--- config.mk ---
export PLATFORM = sky130hd
export DESIGN_NAME = pffc_wrap
export DESIGN_NICKNAME = d
export VERILOG_FILES = /design/src/design/pffc_pkg.sv /design/src/design/pffc_wrap.sv
export SDC_FILE = /design/constraint.sdc
export NUM_CORES = 1
export LEC_CHECK = 0
export BUFFER_PORTS_ARGS = -buffer_cell sky130_fd_sc_hd__buf_2
export CORE_MARGIN = 2
export CORE_UTILIZATION = 47
export DETAILED_ROUTE_END_ITERATION = 16
export PLACE_DENSITY = 0.89
export SLEW_MARGIN = 20
export SYNTH_ARGS = -nofsm -noshare
export SYNTH_HDL_FRONTEND = slang
export SYNTH_SLANG_ARGS = --single-unit
--- constraint.sdc ---
create_clock -name i_clk -period 4.05 [get_ports i_clk]
set_clock_uncertainty 0.15 [all_clocks]
set_input_delay 0.6075 -clock i_clk [delete_from_list [all_inputs] [get_ports i_clk]]
set_output_delay 0.6075 -clock i_clk [all_outputs]
set_load 0.05 [all_outputs]
--- src/design/pffc_pkg.sv ---
package pffc_pkg;

    localparam int PFFC_PLANE_BYTES   = 65536;
    localparam int PFFC_MAX_SCANLINES = 256;

    // widest address sum: offset + y * stride + x / 4
    localparam int SUM_W = 19;

    typedef enum logic [1:0] {
        REQ_WRITE = 2'd0,
        REQ_FILL  = 2'd1,
        REQ_COPY  = 2'd2,
        REQ_READ  = 2'd3
    } t_req;

    localparam logic [1:0] CFG_BUFFER_OFFSET = 2'd0;
    localparam logic [1:0] CFG_LINE_WIDTH    = 2'd1;

    localparam logic [9:0] LINE_WIDTH_RST = 10'd80;

    localparam logic [3:0] LEFT_EDGE  [4] = '{4'hF, 4'hE, 4'hC, 4'h8};
    localparam logic [3:0] RIGHT_EDGE [4] = '{4'h1, 4'h3, 4'h7, 4'hF};

    typedef struct packed {
        t_req        req_type;
        logic [3:0]  plane_mask;
        logic [15:0] address;
        logic [15:0] src_address;
        logic [11:0] pos_x;
        logic [7:0]  pos_y;
        logic [11:0] span_width;
        logic [9:0]  span_height;
        logic [7:0]  color;
        logic [1:0]  read_plane;
    } t_cmd;

    typedef struct packed {
        logic [7:0] read_data;
        t_req       done_type;
    } t_result;

    typedef struct packed {
        logic             start;
        logic [SUM_W-1:0] value;
    } t_wrap_req;

    typedef struct packed {
        logic        we;
        logic [3:0]  mask;
        logic [31:0] data;
    } t_ram_wr;

endpackage

--- src/design/pffc_wrap.sv ---
module pffc_wrap
    import pffc_pkg::*;
#(
    parameter int PLANE_BYTES = PFFC_PLANE_BYTES,
    parameter int AW          = $clog2(PFFC_PLANE_BYTES)
) (
    input  logic          i_clk,
    input  logic          i_rst_n,
    input  t_wrap_req     i_req,
    output logic          o_done,
    output logic [AW-1:0] o_result
);

    // restoring reduction, one shifted-modulus compare/subtract per cycle
    localparam int K0  = SUM_W - AW;
    localparam int KW  = (K0 > 0) ? $clog2(K0 + 1) : 1;
    localparam int VW1 = SUM_W + 1;
    localparam int VW2 = SUM_W + 2;
    localparam logic [SUM_W:0] MODW = VW1'(PLANE_BYTES);

    logic [SUM_W-1:0] r_val, n_val;
    logic [KW-1:0]    r_k;
    logic             r_run;
    logic             r_done;
    logic [SUM_W:0]   shifted;
    logic [SUM_W+1:0] diff;

    always_comb begin
        shifted = MODW << r_k;
        diff    = VW2'(r_val) - VW2'(shifted);
        n_val   = diff[SUM_W+1] ? r_val : diff[SUM_W-1:0];
    end

    always_ff @(posedge i_clk) begin
        if (!i_rst_n) begin
            r_run  <= 1'b0;
            r_done <= 1'b0;
            r_k    <= '0;
            r_val  <= '0;
        end else begin
            r_done <= 1'b0;
            if (i_req.start) begin
                r_val <= i_req.value;
                r_k   <= KW'(K0);
                r_run <= 1'b1;
            end else if (r_run) begin
                r_val <= n_val;
                if (r_k == '0) begin
                    r_run  <= 1'b0;
                    r_done <= 1'b1;
                end else begin
                    r_k <= r_k - KW'(1);
                end
            end
        end
    end

    assign o_done   = r_done;
    assign o_result = r_val[AW-1:0];

endmodule

## Yosys cells after proc, flatten, opt, wreduce, memory -nomap -nowiden

Cells that the tools add are included.

- Shift-type cells: 1
- Add/sub/neg operators: 2
- Bitwise operators: 2
- Equal/unequal tests: 2
- Multiplexer cells: 10
- Reduce and logical (&&, ||, !) cells: 5

Operators by type and width:

| kind | number |
|---|---|
| 19-bit 2-to-1 mux | 3 |
| 19-bit by 20-bit subtractor with 21-bit output | 1 |
| 17-bit by 2-bit << shifter with 20-bit output (first input constant) | 1 |
| 2-bit 2-to-1 mux | 3 |
| 1-bit 2-to-1 mux | 4 |
| 2-bit inequality test (second input constant) | 2 |
| 2-bit AND reduction | 2 |
| 3-bit OR reduction | 1 |
| 2-bit logical NOT | 1 |
| 1-bit NOT | 2 |
| 2-bit nonzero test | 1 |
| 2-bit by 1-bit subtractor with 2-bit output (second input constant) | 1 |

- Register bits: 23
- Input port bits: 22
- Output and inout bits: 17
- Logic and storage cells: 26

## Logic depth before layout (Yosys ltp)

- Depth in word-level cells: 5
- Mapped depth: 6
- Depth with buffers taken out: 6

## Worst setup path before layout

OpenSTA, ideal clock, no wires.

- Kind: input to register
- Start: input port i_req[19] (netlist name)
- End: register r_val[8]
- Arrival time: 1.156 ns
- Setup time: 0.128 ns
- Buffers on the path: 2
- Stages: 4
- Data required time: 3.772 ns
- Slack: 2.617 ns
- Cells stage by stage: buf_6 > buf_2 > mux2i_1 > nor2_1

- Longest elaborated chain between the ends: 2
- Elaborated cells between the ends (all ways): 4
- Those cells by class: eq/ne: 1; mux: 1; reduce/logical: 2

RTL lines:

| what | line | RTL |
|---|---|---|
| start: declaration | pffc_wrap.sv:9 | `input t_wrap_req i_req,` |
| 2-bit inequality test (no source line) / 2-bit nonzero test (equally long branches) | n/a |  |
| 2-bit AND reduction (no source line) | n/a |  |
| end signal: assignment | pffc_wrap.sv:43 | `r_val <= i_req.value;` |
| end signal: assignment | pffc_wrap.sv:47 | `r_val <= n_val;` |
| end: declaration | pffc_wrap.sv:21 | `logic [SUM_W-1:0] r_val, n_val;` |

Several ways; a longest one is shown, not always the timed one.
A chain may end at the register's enable or synchronous reset.

## Final worst setup path

- Start: register r_val[11]
- End: output port o_result[11]

RTL lines:

| what | line | RTL |
|---|---|---|
| end: declaration | pffc_wrap.sv:11 | `output logic [AW-1:0] o_result` |

No word-level cell between the ends.

==> impl_metrics.csv <==
group,metric,value,unit
synth,yosysWarningCount,0,
synth,synth_cells,89,
floorplan,rows,15,
floorplan,coreArea,0.00171,sq mm
route,wl,1350,um
placement,portBuffers,35,
layout,fin_cells,132,
layout,nFillCells,152,
worst_setup_path,cp.arrival,910,ps
synth,synth_area_leader_cell,"dfxtp_1",
route,avgViaCountPerCell,4.55,
cts,cts.sinks,20,
pwr,comb_power_share,0.202,
cts,cts-buffers-inserted,3,
cts,h-tree-depth,1,
route,wl_met2,646,um
sta,rsz0062_at_grt,"no",
layout,synthToLayoutAreaGrowth,11.0,%
worst_setup_path,required,3290,ps
layout,nNetsFinal,131,
synth,syn_nets,112,
sta,setup_viol,0,
pwr,internal_power,0.000290,W
worst_setup_path,path_delay_family,"flip-flops",
placement,gp_congestion,0.605,
sta,relSlewSlack,0.642,
job,cap_violations,0,
cts,cts_tree,"done",
placement,place_ws,2380,ps
pwr,swShare,0.293,
worst_setup_path,worstPathCellList,"buf_2",
worst_setup_path,timing.reg2reg.setup_slack,2690,ps
sta,hold_viol,0,
cts,clk_latency,300,ps
synth,synth_seq_cells,20,
synth,syn_avg_cell_area,9.57,sq um
grt,grt_max_degree,21,
floorplan,die_w,46.6,um
sta,slew_violations,0,
sta,fmax,0.599,GHz
layout,final_cell_mix,"buf_2, nor2_1, dfxtp_1",
sta,setup_ws,2380,ps
pwr,power.switching,0.000120,W
cts,cts_resized,0,
synth,syn_area,852,sq um
route,routed.top_layer,"met3",
route,vias,600,
pwr,p_per_area,434,mW/mm^2
cts,root_buffer,"clkbuf_4",
route,wl_per_cell,10.2,um
floorplan,die_y,46.6,um
placement,dp_cells,128,
route,wl_met1,595,um
cts,cts.path.max_buffers,2,
worst_setup_path,end_kind,"primary output",
layout,seq_area,400,sq um
grt,grt_pass1_vias,565,
cts,ctsHoldBuffers,0,
sta,finalCritPeriodShare,0.412,
floorplan,dieArea,0.00217,sq mm
worst_setup_path,path_max_fanout,2,
sta,min_period,1670,ps
route,wl_met3,108,um
worst_setup_path,crit_type,"reg2out",
route,final_antenna_net_count,0,
cts,post_cts_buffers,0,
layout,drive_gt1_frac,0.364,
placement,hpwlAfterDp,1000,um
synth,ys_seq_area_frac,0.470,
sta,final.setup.tns,0,ps
route,drtPass1Iterations,4,
worst_setup_path,crit_path_top_delay_cell,"dfxtp_1",
status,status,"complete, no violations",
cts,clk_pin_slew,110,ps
grt,antenna_found_initial,0,
floorplan,io_pins,39,
synth,ys_types,15,
layout,diodes,0,
worst_setup_path,crit_path_max_incr_delay,350,ps
grt,grt_pass1_wl,2080,um
synth,yosys.area.top_type_share,0.470,
layout,final_common_cell,"buf_2",
route,drc_errors,0,
layout,multiInputGateArea,288,sq um
pwr,clkPwrFrac,0.276,
route,first_iter_violations,1,
pwr,p_leak,0.511,nW
pwr,pwr-share-seq,0.522,
grt,grt_usage,0.136,
floorplan,initial_core_util,0.499,
worst_setup_path,crit_buf_inv,1,
grt,grt.overflow.total,0,
sta,worstMarginPinSlew,536,ps
pwr,vdd_drop_max,0.000280,V
worst_setup_path,startpoint_type,"flop",
synth,synthTopCellsByArea,"dfxtp_1, mux2i_1, buf_4",
worst_hold_path,hp-class,"reg2reg",
sequential cells by signal (all words and copies together), names as in the netlist:
register and cells:
r_k 2, r_val 16, r_run 1, o_done 1
cell usage after synthesis:
| master | instances |
|---|---|
| xnor2_1 | 1 |
| clkbuf_1 | 2 |
| buf_2 | 2 |
| a21oi_1 | 1 |
| ha_1 | 1 |
| nand2_1 | 1 |
| nor3_1 | 1 |
| buf_4 | 16 |
| nor2b_1 | 1 |
| buf_6 | 1 |
| o21a_1 | 1 |
| inv_1 | 4 |
| mux2i_1 | 16 |
| nor2_1 | 21 |
| dfxtp_1 | 20 |
worst paths after layout:
check                                            start             endpoint  depth (start not counted)
worst min register to register        r_run$_SDFF_PN0_    o_done$_SDFF_PP0_                          2
worst max-delay path            r_val[11]$_SDFFE_PN0P_         o_result[11]                          1
worst max register to register     r_k[0]$_SDFFE_PN0P_  r_k[1]$_SDFFE_PN0P_                          5
worst min-delay path                  r_run$_SDFF_PN0_    o_done$_SDFF_PP0_                          2
power by group through the flow:
stage | logic, W | registers (W) | clock network [W]
4_1_cts | 0.0000840 | 0.000214 | 0.000117
5_1_grt | 0.0000893 | 0.000216 | 0.000125
3_5_place_dp | 0.0000839 | 0.000218 | 0
2_1_floorplan | 0.0000761 | 0.000218 | 0
3_3_place_gp | 0.0000811 | 0.000218 | 0
6_report | 0.0000831 | 0.000214 | 0.000113
logic make-up after synthesis:
| logic type | count (synthesis) | synth area share |
|---|---|---|
| XOR/XNOR | 1 | 0.0103 |
| AND/OR/NAND/NOR | 24 | 0.110 |
| multiplexers | 16 | 0.188 |
| AO/OA/AOI/OAI | 2 | 0.0147 |
| buffers and inverters | 25 | 0.192 |
| adder cells (fa/ha/maj) | 1 | 0.0147 |
| flip-flops | 20 | 0.470 |
per-layer routing:
metal,up-vias,track usage
met5,-,0
met3,0,0.0353
met2,31,0.247
met1,267,0.141
met4,0,0.0686
li1,302,-
per-stage QoR:
step,hold WS (ps),area (sq um),power (W),utilization
finish,287,946,0.000410,0.554
global route,314,946,0.000430,0.554
CTS,289,946,0.000415,0.554
detailed placement,274,910,0.000302,0.533
global placement,268,910,0.000299,0.533
floorplan,260,852,0.000294,-
tightest hold or removal path, delay by kind of cell (launching register included):
| kind | cells | cell delay (ps) |
|---|---|---|
| flops | 1 | 320 |
| simple gates | 2 | 80 |
cell type report:
cell class / instances / share of cell area
timing repair buffer: 35 / 0.185
inverter: 4 / 0.0159
clock buffer: 4 / 0.0384
sequential: 20 / 0.423
tap: 25 / 0.0331
multi-input combinational: 44 / 0.304
(Power assumes the default switching activity.)
